==> config.mk <==
export PLATFORM = sky130hd
export DESIGN_NAME = framebuffer_pixel_glyph_engine_flat
export DESIGN_NICKNAME = d
export VERILOG_FILES = /design/src/design/fpge_pkg.sv /design/src/design/fpge_if.sv /design/src/design/fpge_front.sv /design/src/design/fpge_cmd_queue.sv /design/src/design/fpge_back.sv /design/src/design/framebuffer_pixel_glyph_engine.sv /design/src/flat_wrapper.sv
export SDC_FILE = /design/constraint.sdc
export NUM_CORES = 2
export LEC_CHECK = 0
export BUFFER_PORTS_ARGS = -buffer_cell sky130_fd_sc_hd__buf_2
export CAP_MARGIN = 20
export CORE_ASPECT_RATIO = 1.25
export CORE_MARGIN = 8
export CORE_UTILIZATION = 45
export CTS_CLUSTER_SIZE = 16
export DETAILED_ROUTE_END_ITERATION = 8
export GPL_ROUTABILITY_DRIVEN = 0
export SETUP_SLACK_MARGIN = 0.5
export SLEW_MARGIN = 0
export SYNTH_ARGS = -nofsm -noshare
export SYNTH_HDL_FRONTEND = slang
export SYNTH_SLANG_ARGS = --single-unit
==> constraint.sdc <==
create_clock -name clk -period 18.1 [get_ports clk]
set_input_delay 0 -clock clk [delete_from_list [all_inputs] [get_ports clk]]
set_output_delay 0 -clock clk [all_outputs]
set_load 0.01 [all_outputs]
==> src/design/fpge_pkg.sv <==
`timescale 1ns / 1ps
// Shared types and constants for the framebuffer pixel and glyph engine.
// No dependencies; the front, queue, back and top files import this package.
package fpge_pkg;

  localparam int CFG_IDX_W   = 3;
  localparam int GLYPH_CNT_W = 5;
  localparam int QUEUE_DEPTH = 2;
  localparam int ADDR_W      = 48;
  localparam int OFFSET_W    = 34;

  localparam logic [7:0]  BPP_RESET  = 8'd32;
  localparam logic [23:0] RGB24_MASK = 24'hFF_FFFF;

  typedef enum logic [1:0] {
    OP_WRITE   = 2'd0,
    OP_READ    = 2'd1,
    OP_GLYPH   = 2'd2,
    OP_PRESENT = 2'd3
  } op_t;

  typedef enum logic [CFG_IDX_W-1:0] {
    REG_FB_WIDTH     = 3'd0,
    REG_FB_HEIGHT    = 3'd1,
    REG_LINE_PITCH   = 3'd2,
    REG_BITS_PER_PIX = 3'd3,
    REG_SURFACE_BASE = 3'd4,
    REG_LINK_READY   = 3'd5
  } reg_idx_t;

  typedef struct packed {
    logic [15:0] fb_width;
    logic [15:0] fb_height;
    logic [15:0] line_pitch;
    logic [7:0]  bits_per_pixel;
    logic [31:0] surface_base;
    logic        link_ready;
  } cfg_t;

  // One classified command as it waits between the front and back parts.
  typedef struct packed {
    op_t                    op;
    logic [15:0]            x;
    logic [15:0]            y;
    logic [15:0]            w;
    logic [15:0]            h;
    logic [31:0]            fg;
    logic [31:0]            bg;
    logic [7:0]             bits;
    logic [GLYPH_CNT_W-1:0] count;
    logic [31:0]            raw;
  } cmd_t;

  typedef struct packed {
    logic              write_enable;
    logic              in_range;
    logic [ADDR_W-1:0] mem_address;
    logic [2:0]        byte_count;
    logic [31:0]       write_data;
    logic [23:0]       read_color;
    logic [15:0]       clip_width;
    logic [15:0]       clip_height;
    logic [ADDR_W-1:0] transfer_offset;
    logic              last_result;
  } res_t;

endpackage

==> src/design/fpge_if.sv <==
`timescale 1ns / 1ps
// Channel interfaces of the framebuffer pixel and glyph engine: command input,
// result output and configuration write. Depends on nothing.

interface fpge_in_if;
  logic        valid;
  logic        ready;
  logic [1:0]  opcode;
  logic [15:0] pos_x;
  logic [15:0] pos_y;
  logic [15:0] rect_w;
  logic [15:0] rect_h;
  logic [31:0] fg_color;
  logic [31:0] back_color;
  logic [7:0]  glyph_bits;
  logic [4:0]  glyph_width;
  logic [7:0]  glyph_row;
  logic [31:0] raw_pixel;

  modport source (
    output valid, opcode, pos_x, pos_y, rect_w, rect_h, fg_color, back_color,
           glyph_bits, glyph_width, glyph_row, raw_pixel,
    input  ready
  );
  modport sink (
    input  valid, opcode, pos_x, pos_y, rect_w, rect_h, fg_color, back_color,
           glyph_bits, glyph_width, glyph_row, raw_pixel,
    output ready
  );
endinterface

interface fpge_out_if;
  logic        valid;
  logic        ready;
  logic        write_enable;
  logic        in_range;
  logic [47:0] mem_address;
  logic [2:0]  byte_count;
  logic [31:0] write_data;
  logic [23:0] read_color;
  logic [15:0] clip_width;
  logic [15:0] clip_height;
  logic [47:0] transfer_offset;
  logic        last_result;

  modport source (
    output valid, write_enable, in_range, mem_address, byte_count, write_data,
           read_color, clip_width, clip_height, transfer_offset, last_result,
    input  ready
  );
  modport sink (
    input  valid, write_enable, in_range, mem_address, byte_count, write_data,
           read_color, clip_width, clip_height, transfer_offset, last_result,
    output ready
  );
endinterface

interface fpge_cfg_if;
  logic        valid;
  logic        ready;
  logic [2:0]  index;
  logic [31:0] data;

  modport source (output valid, index, data, input ready);
  modport sink (input valid, index, data, output ready);
endinterface

==> src/design/fpge_front.sv <==
`timescale 1ns / 1ps
// Front part: takes command words, saturates the glyph width, forms the glyph
// row coordinate and drops empty glyph rows. Depends on fpge_pkg and fpge_if.
module fpge_front import fpge_pkg::*; #(
  parameter int GLYPH_MAX_WIDTH = 16
) (
  fpge_in_if.sink    in_ch,
  output logic       push_valid,
  input  logic       push_ready,
  output cmd_t       push_cmd
);

  op_t                    op;
  logic [GLYPH_CNT_W-1:0] count;

  assign op = op_t'(in_ch.opcode);

  always_comb begin
    if (int'(in_ch.glyph_width) > GLYPH_MAX_WIDTH) begin
      count = GLYPH_CNT_W'(GLYPH_MAX_WIDTH);
    end else begin
      count = in_ch.glyph_width;
    end
  end

  always_comb begin
    push_cmd.op    = op;
    push_cmd.x     = in_ch.pos_x;
    push_cmd.y     = (op == OP_GLYPH) ? in_ch.pos_y + 16'(in_ch.glyph_row) : in_ch.pos_y;
    push_cmd.w     = in_ch.rect_w;
    push_cmd.h     = in_ch.rect_h;
    push_cmd.fg    = in_ch.fg_color;
    push_cmd.bg    = in_ch.back_color;
    push_cmd.bits  = in_ch.glyph_bits;
    push_cmd.count = count;
    push_cmd.raw   = in_ch.raw_pixel;
  end

  // A glyph row of width zero is taken but produces nothing downstream.
  assign push_valid  = in_ch.valid && !(op == OP_GLYPH && count == '0);
  assign in_ch.ready = push_ready;

endmodule

==> src/design/fpge_cmd_queue.sv <==
`timescale 1ns / 1ps
// Short command queue between the front and back parts.
// Depends on fpge_pkg for the command type and queue depth.
module fpge_cmd_queue import fpge_pkg::*; (
  input  logic clk,
  input  logic rst_n,
  input  logic push_valid,
  output logic push_ready,
  input  cmd_t push_cmd,
  output logic pop_valid,
  input  logic pop_ready,
  output cmd_t pop_cmd
);

  localparam int PTR_W = (QUEUE_DEPTH > 1) ? $clog2(QUEUE_DEPTH) : 1;
  localparam int CNT_W = $clog2(QUEUE_DEPTH + 1);

  cmd_t             entry_r [QUEUE_DEPTH];
  logic [PTR_W-1:0] wr_ptr_r, wr_ptr_nxt;
  logic [PTR_W-1:0] rd_ptr_r, rd_ptr_nxt;
  logic [CNT_W-1:0] count_r, count_nxt;
  logic             push, pop;

  assign push_ready = (count_r != CNT_W'(QUEUE_DEPTH));
  assign pop_valid  = (count_r != '0);
  assign push       = push_valid && push_ready;
  assign pop        = pop_valid && pop_ready;
  assign pop_cmd    = entry_r[rd_ptr_r];

  always_comb begin
    wr_ptr_nxt = wr_ptr_r;
    rd_ptr_nxt = rd_ptr_r;
    count_nxt  = count_r;
    if (push) begin
      wr_ptr_nxt = (wr_ptr_r == PTR_W'(QUEUE_DEPTH - 1)) ? '0 : wr_ptr_r + 1'b1;
    end
    if (pop) begin
      rd_ptr_nxt = (rd_ptr_r == PTR_W'(QUEUE_DEPTH - 1)) ? '0 : rd_ptr_r + 1'b1;
    end
    if (push && !pop) begin
      count_nxt = count_r + 1'b1;
    end else if (pop && !push) begin
      count_nxt = count_r - 1'b1;
    end
  end

  always_ff @(posedge clk) begin
    if (!rst_n) begin
      wr_ptr_r <= '0;
      rd_ptr_r <= '0;
      count_r  <= '0;
    end else begin
      wr_ptr_r <= wr_ptr_nxt;
      rd_ptr_r <= rd_ptr_nxt;
      count_r  <= count_nxt;
    end
  end

  always_ff @(posedge clk) begin
    if (push) begin
      entry_r[wr_ptr_r] <= push_cmd;
    end
  end

endmodule

==> src/design/fpge_back.sv <==
`timescale 1ns / 1ps
// Back part: steps glyph columns, bounds-checks, multiplies out the pixel
// offset, packs colors and holds the result word. Depends on fpge_pkg, fpge_if.
module fpge_back import fpge_pkg::*; (
  input  logic       clk,
  input  logic       rst_n,
  input  cfg_t       cfg,
  input  logic       pop_valid,
  output logic       pop_ready,
  input  cmd_t       pop_cmd,
  fpge_out_if.source out_ch
);

  localparam int PRODX_W = 21;

  logic adv;

  // Issue stage: one pixel or command per cycle while out_ch is not stalled.
  logic                   more, take, on;
  logic [GLYPH_CNT_W-1:0] col_r, col_nxt;
  logic                   s1_vld_r;
  op_t                    s1_op_r;
  logic [15:0]            s1_x_r, s1_y_r, s1_w_r, s1_h_r;
  logic [31:0]            s1_color_r, s1_raw_r;
  logic                   s1_last_r;

  // Multiply and classify stage.
  logic [4:0]         bytes_pp;
  logic [2:0]         acc_size;
  logic               pt_in, pres_ok;
  logic [16:0]        end_x, end_y, clip_x, clip_y;
  logic               s2_vld_r, s2_ok_r, s2_last_r;
  op_t                s2_op_r;
  logic [31:0]        s2_prod_y_r, s2_prod_y_nxt;
  logic [PRODX_W-1:0] s2_prod_x_r, s2_prod_x_nxt;
  logic [2:0]         s2_bc_r;
  logic [31:0]        s2_wd_r, s2_wd_nxt;
  logic [23:0]        s2_rc_r, s2_rc_nxt;
  logic [15:0]        s2_cw_r, s2_ch_r;

  // Output stage.
  logic [OFFSET_W-1:0] offset;
  logic [ADDR_W-1:0]   addr;
  logic                out_vld_r;
  res_t                out_res_r, out_res_nxt;

  assign adv = !out_vld_r || out_ch.ready;

  always_comb begin
    more      = (pop_cmd.op == OP_GLYPH) && ((col_r + 1'b1) < pop_cmd.count);
    take      = adv && pop_valid;
    pop_ready = adv && !more;
    on        = (col_r < GLYPH_CNT_W'(8)) && pop_cmd.bits[3'd7 - col_r[2:0]];
    col_nxt   = col_r;
    if (take) begin
      col_nxt = more ? col_r + 1'b1 : '0;
    end
  end

  always_ff @(posedge clk) begin
    if (!rst_n) begin
      col_r     <= '0;
      s1_vld_r  <= 1'b0;
      s2_vld_r  <= 1'b0;
      out_vld_r <= 1'b0;
    end else begin
      col_r <= col_nxt;
      if (adv) begin
        s1_vld_r  <= take;
        s2_vld_r  <= s1_vld_r;
        out_vld_r <= s2_vld_r;
      end
    end
  end

  always_ff @(posedge clk) begin
    if (take) begin
      s1_op_r    <= pop_cmd.op;
      s1_x_r     <= pop_cmd.x + 16'(col_r);
      s1_y_r     <= pop_cmd.y;
      s1_w_r     <= pop_cmd.w;
      s1_h_r     <= pop_cmd.h;
      s1_color_r <= (pop_cmd.op == OP_GLYPH && !on) ? pop_cmd.bg : pop_cmd.fg;
      s1_raw_r   <= pop_cmd.raw;
      s1_last_r  <= !more;
    end
  end

  // A depth under eight bits counts as four bytes per pixel.
  always_comb begin
    bytes_pp = (cfg.bits_per_pixel[7:3] == '0) ? 5'd4 : cfg.bits_per_pixel[7:3];
    acc_size = (bytes_pp == 5'd2 || bytes_pp == 5'd3) ? bytes_pp[2:0] : 3'd4;
    pt_in    = (s1_x_r < cfg.fb_width) && (s1_y_r < cfg.fb_height);
    pres_ok  = cfg.link_ready && (s1_w_r != '0) && (s1_h_r != '0) && pt_in;
    end_x    = {1'b0, s1_x_r} + {1'b0, s1_w_r};
    end_y    = {1'b0, s1_y_r} + {1'b0, s1_h_r};
    clip_x   = (end_x > {1'b0, cfg.fb_width}) ? {1'b0, cfg.fb_width} : end_x;
    clip_y   = (end_y > {1'b0, cfg.fb_height}) ? {1'b0, cfg.fb_height} : end_y;

    s2_prod_y_nxt = 32'(s1_y_r) * 32'(cfg.line_pitch);
    s2_prod_x_nxt = PRODX_W'(s1_x_r) * PRODX_W'(bytes_pp);

    if (bytes_pp == 5'd2) begin
      s2_wd_nxt = {16'h0000, s1_color_r[23:19], s1_color_r[15:10], s1_color_r[7:3]};
      s2_rc_nxt = {s1_raw_r[15:11], 3'b000, s1_raw_r[10:5], 2'b00, s1_raw_r[4:0], 3'b000};
    end else begin
      s2_wd_nxt = {8'h00, s1_color_r[23:0] & RGB24_MASK};
      s2_rc_nxt = s1_raw_r[23:0] & RGB24_MASK;
    end
  end

  always_ff @(posedge clk) begin
    if (adv) begin
      s2_op_r     <= s1_op_r;
      s2_ok_r     <= (s1_op_r == OP_PRESENT) ? pres_ok : pt_in;
      s2_last_r   <= s1_last_r;
      s2_prod_y_r <= s2_prod_y_nxt;
      s2_prod_x_r <= s2_prod_x_nxt;
      s2_bc_r     <= acc_size;
      s2_wd_r     <= s2_wd_nxt;
      s2_rc_r     <= s2_rc_nxt;
      s2_cw_r     <= 16'(clip_x - {1'b0, s1_x_r});
      s2_ch_r     <= 16'(clip_y - {1'b0, s1_y_r});
    end
  end

  always_comb begin
    offset      = {2'b00, s2_prod_y_r} + OFFSET_W'(s2_prod_x_r);
    addr        = ADDR_W'(cfg.surface_base) + ADDR_W'(offset);
    out_res_nxt = '0;
    out_res_nxt.last_result = s2_last_r;
    if (s2_ok_r) begin
      unique case (s2_op_r)
        OP_WRITE, OP_GLYPH: begin
          out_res_nxt.write_enable = 1'b1;
          out_res_nxt.in_range     = 1'b1;
          out_res_nxt.mem_address  = addr;
          out_res_nxt.byte_count   = s2_bc_r;
          out_res_nxt.write_data   = s2_wd_r;
        end
        OP_READ: begin
          out_res_nxt.in_range    = 1'b1;
          out_res_nxt.mem_address = addr;
          out_res_nxt.byte_count  = s2_bc_r;
          out_res_nxt.read_color  = s2_rc_r;
        end
        OP_PRESENT: begin
          out_res_nxt.in_range        = 1'b1;
          out_res_nxt.clip_width      = s2_cw_r;
          out_res_nxt.clip_height     = s2_ch_r;
          out_res_nxt.transfer_offset = ADDR_W'(offset);
        end
      endcase
    end
  end

  always_ff @(posedge clk) begin
    if (adv) begin
      out_res_r <= out_res_nxt;
    end
  end

  assign out_ch.valid           = out_vld_r;
  assign out_ch.write_enable    = out_res_r.write_enable;
  assign out_ch.in_range        = out_res_r.in_range;
  assign out_ch.mem_address     = out_res_r.mem_address;
  assign out_ch.byte_count      = out_res_r.byte_count;
  assign out_ch.write_data      = out_res_r.write_data;
  assign out_ch.read_color      = out_res_r.read_color;
  assign out_ch.clip_width      = out_res_r.clip_width;
  assign out_ch.clip_height     = out_res_r.clip_height;
  assign out_ch.transfer_offset = out_res_r.transfer_offset;
  assign out_ch.last_result     = out_res_r.last_result;

endmodule

==> src/design/framebuffer_pixel_glyph_engine.sv <==
`timescale 1ns / 1ps
// Channel  | Dir | Handshake    | Word
// in_ch    | in  | valid/ready  | one command: pixel write/read, glyph row, present rect
// out_ch   | out | valid/ready  | one result; last_result closes each command
// cfg_ch   | in  | valid/ready  | register index and data, always ready
//
// Each command word becomes one result, a glyph row one result per pixel; the
// back pipeline delivers one result per cycle while out_ch is not stalled. A
// word taken from the queue passes the issue, multiply and output registers
// before it reaches out_ch. Synchronous active-low reset empties the queue and
// pipeline and loads register defaults. A stalled out_ch freezes the back
// pipeline while the front keeps filling the two-entry command queue.
// Depends on fpge_pkg, fpge_if, fpge_front, fpge_cmd_queue and fpge_back.
module framebuffer_pixel_glyph_engine import fpge_pkg::*; #(
  parameter int GLYPH_MAX_WIDTH = 16
) (
  input  logic       clk,
  input  logic       rst_n,
  fpge_in_if.sink    in_ch,
  fpge_out_if.source out_ch,
  fpge_cfg_if.sink   cfg_ch
);

  cfg_t cfg_r;
  logic push_valid, push_ready, pop_valid, pop_ready;
  cmd_t push_cmd, pop_cmd;

  assign cfg_ch.ready = 1'b1;

  always_ff @(posedge clk) begin
    if (!rst_n) begin
      cfg_r.fb_width       <= '0;
      cfg_r.fb_height      <= '0;
      cfg_r.line_pitch     <= '0;
      cfg_r.bits_per_pixel <= BPP_RESET;
      cfg_r.surface_base   <= '0;
      cfg_r.link_ready     <= 1'b0;
    end else if (cfg_ch.valid) begin
      unique case (reg_idx_t'(cfg_ch.index))
        REG_FB_WIDTH:     cfg_r.fb_width       <= cfg_ch.data[15:0];
        REG_FB_HEIGHT:    cfg_r.fb_height      <= cfg_ch.data[15:0];
        REG_LINE_PITCH:   cfg_r.line_pitch     <= cfg_ch.data[15:0];
        REG_BITS_PER_PIX: cfg_r.bits_per_pixel <= cfg_ch.data[7:0];
        REG_SURFACE_BASE: cfg_r.surface_base   <= cfg_ch.data;
        REG_LINK_READY:   cfg_r.link_ready     <= cfg_ch.data[0];
        default: ;
      endcase
    end
  end

  fpge_front #(
    .GLYPH_MAX_WIDTH(GLYPH_MAX_WIDTH)
  ) u_front (
    .in_ch      (in_ch),
    .push_valid (push_valid),
    .push_ready (push_ready),
    .push_cmd   (push_cmd)
  );

  fpge_cmd_queue u_queue (
    .clk        (clk),
    .rst_n      (rst_n),
    .push_valid (push_valid),
    .push_ready (push_ready),
    .push_cmd   (push_cmd),
    .pop_valid  (pop_valid),
    .pop_ready  (pop_ready),
    .pop_cmd    (pop_cmd)
  );

  fpge_back u_back (
    .clk       (clk),
    .rst_n     (rst_n),
    .cfg       (cfg_r),
    .pop_valid (pop_valid),
    .pop_ready (pop_ready),
    .pop_cmd   (pop_cmd),
    .out_ch    (out_ch)
  );

endmodule
==> src/flat_wrapper.sv <==
// flat-port wrapper written by rule: the top's interface ports become plain ports
module framebuffer_pixel_glyph_engine_flat import fpge_pkg::*;
#(
  parameter int GLYPH_MAX_WIDTH = 16
)
  (clk, rst_n, in_ch_valid, in_ch_opcode, in_ch_pos_x, in_ch_pos_y, in_ch_rect_w, in_ch_rect_h, in_ch_fg_color, in_ch_back_color, in_ch_glyph_bits, in_ch_glyph_width, in_ch_glyph_row, in_ch_raw_pixel, in_ch_ready, out_ch_valid, out_ch_write_enable, out_ch_in_range, out_ch_mem_address, out_ch_byte_count, out_ch_write_data, out_ch_read_color, out_ch_clip_width, out_ch_clip_height, out_ch_transfer_offset, out_ch_last_result, out_ch_ready, cfg_ch_valid, cfg_ch_index, cfg_ch_data, cfg_ch_ready);
  fpge_in_if in_ch_i ();
  fpge_out_if out_ch_i ();
  fpge_cfg_if cfg_ch_i ();
  input  logic clk;
  input  logic rst_n;
  input wire logic [$bits(in_ch_i.valid)-1:0] in_ch_valid;
  input wire logic [$bits(in_ch_i.opcode)-1:0] in_ch_opcode;
  input wire logic [$bits(in_ch_i.pos_x)-1:0] in_ch_pos_x;
  input wire logic [$bits(in_ch_i.pos_y)-1:0] in_ch_pos_y;
  input wire logic [$bits(in_ch_i.rect_w)-1:0] in_ch_rect_w;
  input wire logic [$bits(in_ch_i.rect_h)-1:0] in_ch_rect_h;
  input wire logic [$bits(in_ch_i.fg_color)-1:0] in_ch_fg_color;
  input wire logic [$bits(in_ch_i.back_color)-1:0] in_ch_back_color;
  input wire logic [$bits(in_ch_i.glyph_bits)-1:0] in_ch_glyph_bits;
  input wire logic [$bits(in_ch_i.glyph_width)-1:0] in_ch_glyph_width;
  input wire logic [$bits(in_ch_i.glyph_row)-1:0] in_ch_glyph_row;
  input wire logic [$bits(in_ch_i.raw_pixel)-1:0] in_ch_raw_pixel;
  output wire logic [$bits(in_ch_i.ready)-1:0] in_ch_ready;
  output wire logic [$bits(out_ch_i.valid)-1:0] out_ch_valid;
  output wire logic [$bits(out_ch_i.write_enable)-1:0] out_ch_write_enable;
  output wire logic [$bits(out_ch_i.in_range)-1:0] out_ch_in_range;
  output wire logic [$bits(out_ch_i.mem_address)-1:0] out_ch_mem_address;
  output wire logic [$bits(out_ch_i.byte_count)-1:0] out_ch_byte_count;
  output wire logic [$bits(out_ch_i.write_data)-1:0] out_ch_write_data;
  output wire logic [$bits(out_ch_i.read_color)-1:0] out_ch_read_color;
  output wire logic [$bits(out_ch_i.clip_width)-1:0] out_ch_clip_width;
  output wire logic [$bits(out_ch_i.clip_height)-1:0] out_ch_clip_height;
  output wire logic [$bits(out_ch_i.transfer_offset)-1:0] out_ch_transfer_offset;
  output wire logic [$bits(out_ch_i.last_result)-1:0] out_ch_last_result;
  input wire logic [$bits(out_ch_i.ready)-1:0] out_ch_ready;
  input wire logic [$bits(cfg_ch_i.valid)-1:0] cfg_ch_valid;
  input wire logic [$bits(cfg_ch_i.index)-1:0] cfg_ch_index;
  input wire logic [$bits(cfg_ch_i.data)-1:0] cfg_ch_data;
  output wire logic [$bits(cfg_ch_i.ready)-1:0] cfg_ch_ready;
  assign in_ch_i.valid = in_ch_valid;
  assign in_ch_i.opcode = in_ch_opcode;
  assign in_ch_i.pos_x = in_ch_pos_x;
  assign in_ch_i.pos_y = in_ch_pos_y;
  assign in_ch_i.rect_w = in_ch_rect_w;
  assign in_ch_i.rect_h = in_ch_rect_h;
  assign in_ch_i.fg_color = in_ch_fg_color;
  assign in_ch_i.back_color = in_ch_back_color;
  assign in_ch_i.glyph_bits = in_ch_glyph_bits;
  assign in_ch_i.glyph_width = in_ch_glyph_width;
  assign in_ch_i.glyph_row = in_ch_glyph_row;
  assign in_ch_i.raw_pixel = in_ch_raw_pixel;
  assign in_ch_ready = in_ch_i.ready;
  assign out_ch_valid = out_ch_i.valid;
  assign out_ch_write_enable = out_ch_i.write_enable;
  assign out_ch_in_range = out_ch_i.in_range;
  assign out_ch_mem_address = out_ch_i.mem_address;
  assign out_ch_byte_count = out_ch_i.byte_count;
  assign out_ch_write_data = out_ch_i.write_data;
  assign out_ch_read_color = out_ch_i.read_color;
  assign out_ch_clip_width = out_ch_i.clip_width;
  assign out_ch_clip_height = out_ch_i.clip_height;
  assign out_ch_transfer_offset = out_ch_i.transfer_offset;
  assign out_ch_last_result = out_ch_i.last_result;
  assign out_ch_i.ready = out_ch_ready;
  assign cfg_ch_i.valid = cfg_ch_valid;
  assign cfg_ch_i.index = cfg_ch_index;
  assign cfg_ch_i.data = cfg_ch_data;
  assign cfg_ch_ready = cfg_ch_i.ready;
  framebuffer_pixel_glyph_engine #(.GLYPH_MAX_WIDTH(GLYPH_MAX_WIDTH)) u_core (.clk(clk), .rst_n(rst_n), .in_ch(in_ch_i), .out_ch(out_ch_i), .cfg_ch(cfg_ch_i));
endmodule
==> results.toml <==
[worst_setup_path]
required_ns = 18.51
crit_path_frequent_cell = "o21ai_0"
path_delay_family = "compound AO/OA/AOI/OAI gates"
path_buf_inv = 1
startpoint = "u_core.u_back.s1_y_r[5]"
crit_path_top_delay_cell = "edfxtp_1"
cp.arrival_ns = 7.80
cp-end-kind = "flip-flop"
crit_path_max_incr_delay_ns = 1.10
path_class = "flip-flop to flip-flop"
startpoint_type = "flip-flop"
r2r-start = "u_core.u_back.s1_y_r[5]"
path_max_fanout = 19

[min_path]
hold_class = "input pin to flip-flop"
min-delay-start = "in_ch_rect_w[4]"

[layout]
num-fill-cells = 9001
multiInputGateArea_um2 = 22200
area_growth_pct = 17.6
num-nets-final = 5338
seq_area_um2 = 23300
drive_gt1_share_pct = 15.2

[global_route]
grt_pass1_vias = 32100
track_usage_pct = 19.5
antenna_found_initial = 32
grt-ovfl-total = 0
grt_pass1_wl_mm = 178
grt_start_max_net_pins = 122

[timing]
rsz0062_at_grt = "no"
max_freq_ghz = 0.135
finalSetupViolCount = 0
hold_violations = 0
fin_crit_sh_pct = 40.8
finalClockSkew_ns = 0.0433
timing.final.ws_setup_ns = 10.71
setup_tns_ns = 0
tightestPinTransition_ns = 1.14
fin_crit_ns = 7.39
drv_slew = 0
max_slew_margin_pct = 24.3

[placement]
place_ws_ns = 10.76
port_buffers = 353
hpwl_mm = 82.5

[synthesis]
synthesis.area_um2 = 47500
ys_seq_area_share_pct = 49.0
synth_area_leaders = "edfxtp_1, fa_1, ha_1, dfxtp_1, and2_1"
synth_seq_cells = 809
yosysTopAreaCellShare_pct = 44.9
synth_area_leader_cell = "edfxtp_1"
avgSynthCellArea_um2 = 12.0
synth_cell_types = 79
ys.flop_type = "edfxtp_1"
syn-instance-count = 3957
ys_async_sr_fraction_pct = 0
synth_common_cells = "edfxtp_1, nand2_1, inv_1, ha_1, and2_1"
synth_most_common_cell = "edfxtp_1"
synth_warnings = 0
synth-edff-count = 710

[clock_network]
clock-sinks = 809
cts_max_path_buffers = 3
cts_root_buf = "clkbuf_16"
cts_tree = "done"
htree_levels = 3
path_clk_slew_ns = 0.06
cts_buffers = 83
cts_setup_buffers = 0
insertion_delay_ns = 0.69

[die]
ios = 416
start_util_pct = 45.3
core_area_um2 = 105000
placementRows = 133
dieArea_um2 = 116000
die_width_um = 307
die_h_um = 379

[pwr]
power_density_nw_per_um2 = 150
ir_drop_mv = 0.138
leakagePower_nw = 23.9

[status]
status = "complete, no violations"

[drt]
ant_nets = 0
vias_per_cell = 5.09
drc = 0
wl_per_cell_um = 19.0
drt_first_pass_iters = 5
vias = 30800
drt-initial-drc-count = 1573
routed_wl_mm = 115

[flow_run]
drv_cap = 0
[area by class of cell]
type / count / area share, %
timing repair buffer: 622 / 7.81
tap: 1417 / 3.17
clock buffer: 99 / 3.90
inverter: 394 / 2.66
clock inverter: 57 / 1.01
antenna: 20 / 0.0896
sequential: 809 / 41.7
multi-input combinational: 2632 / 39.6
[final timing paths]
check,endpoint,slack (ns),cells after the start
max,u_core.u_back.s2_ch_r[14],10.71,29
min,u_core.u_queue.entry_r[1][129],0.05,2
max reg2reg,u_core.u_back.s2_ch_r[14],10.71,29
min reg2reg,u_core.u_back.out_ch.last_result,0.42,0
[report_power, final]
part / leakage, nW / switching, mW / total [mW] / internal (mW)
Clock: 1.34 / 0.769 / 1.72 / 0.951
Combinational: 14.5 / 2.20 / 3.75 / 1.55
Sequential: 8.11 / 0.251 / 2.93 / 2.68
[cells by family (layout without fill, tap and decap cells)]
kind of cell,count (synthesis),after routing,synth area share (%)
DFF,809,809,49.0
xor gates and xnor gates,176,176,3.24
adders and majority gates,573,573,18.9
muxes,169,169,4.65
buffers and inverters,552,1172,4.71
and+or+nand+nor,1109,1109,11.4
AOI/OAI and AO/OA,567,567,7.99
other,2,58,0.0158
[cell usage in the layout, fill, tap and decap left out, types with 37 or more instances in the layout]
cell / instances
a21oi_1: 137
nand3_1: 38
a21boi_0: 89
buf_2: 353
inv_1: 392
ha_1: 329
nor2b_1: 65
xnor2_1: 118
fa_1: 244
dfxtp_1: 98
buf_4: 37
a21o_1: 64
nand2_1: 461
dlygate4sd3_1: 232
xor2_1: 58
conb_1: 38
nor2_1: 120
o21ai_0: 99
and2_1: 276
mux2_2: 124
edfxtp_1: 710
clkbuf_16: 83
[sequential cells by signal, indices dropped and copies added (netlist names), 21 cells and up, named ones only]
name                                  cells
u_core.u_back.out_ch.transfer_offset     33
u_core.u_back.s2_prod_y_r                32
u_core.u_back.out_ch.write_data          24
u_core.u_back.s1_raw_r                   24
u_core.u_back.s1_color_r                 24
u_core.u_back.out_ch.mem_address         34
u_core.u_back.s2_rc_r                    24
u_core.u_back.out_ch.read_color          24
u_core.u_back.s2_wd_r                    24
u_core.cfg_r                             86
u_core.u_queue.entry_r                  302
u_core.u_back.s2_prod_x_r                21
[per-layer routing]
metal	part of all wire (%)	global-route usage [%]	wire length, µm	vias up
li1	-	-	-	14900
met1	42	23.5	48100	15000
met2	49	33.8	55800	697
met3	6.1	4.81	7010	184
met4	3.4	7.41	3930	16
met5	0.090	0	103	-
[worst reg2reg max path: cells and delay by family (launching register included)]
kind / cells / cell delay [ns]
flops: 1 / 1.10
xor+xnor: 2 / 0.37
compound gates: 15 / 3.33
fa+ha+maj: 4 / 1.36
buf+inv: 1 / 0.23
simple gates: 7 / 0.75
[timing repair]
action | 4_1_cts | 5_1_grt
resized for setup | 0 | 0
hold buffers | 232 | 0
endpoints found under the hold margin | 393 | 0
[per-stage QoR]
step / utilization (%) / instance area, µm² / hold WS [ns] / total power [mW] / std cells
floorplan: - / 47700 / 0.0989 / 5.64 / 3993
global placement: 48.3 / 50800 / 0.187 / 6.62 / 5642
detailed placement: 48.3 / 50800 / 0.191 / 6.67 / 5642
CTS: 53.2 / 55800 / 0.0000892 / 8.47 / 6030
global route: 53.2 / 55900 / 0.0205 / 9.01 / 6041
finish: 53.2 / 55900 / 0.0474 / 8.40 / 6050
(Power assumes the default switching activity.)
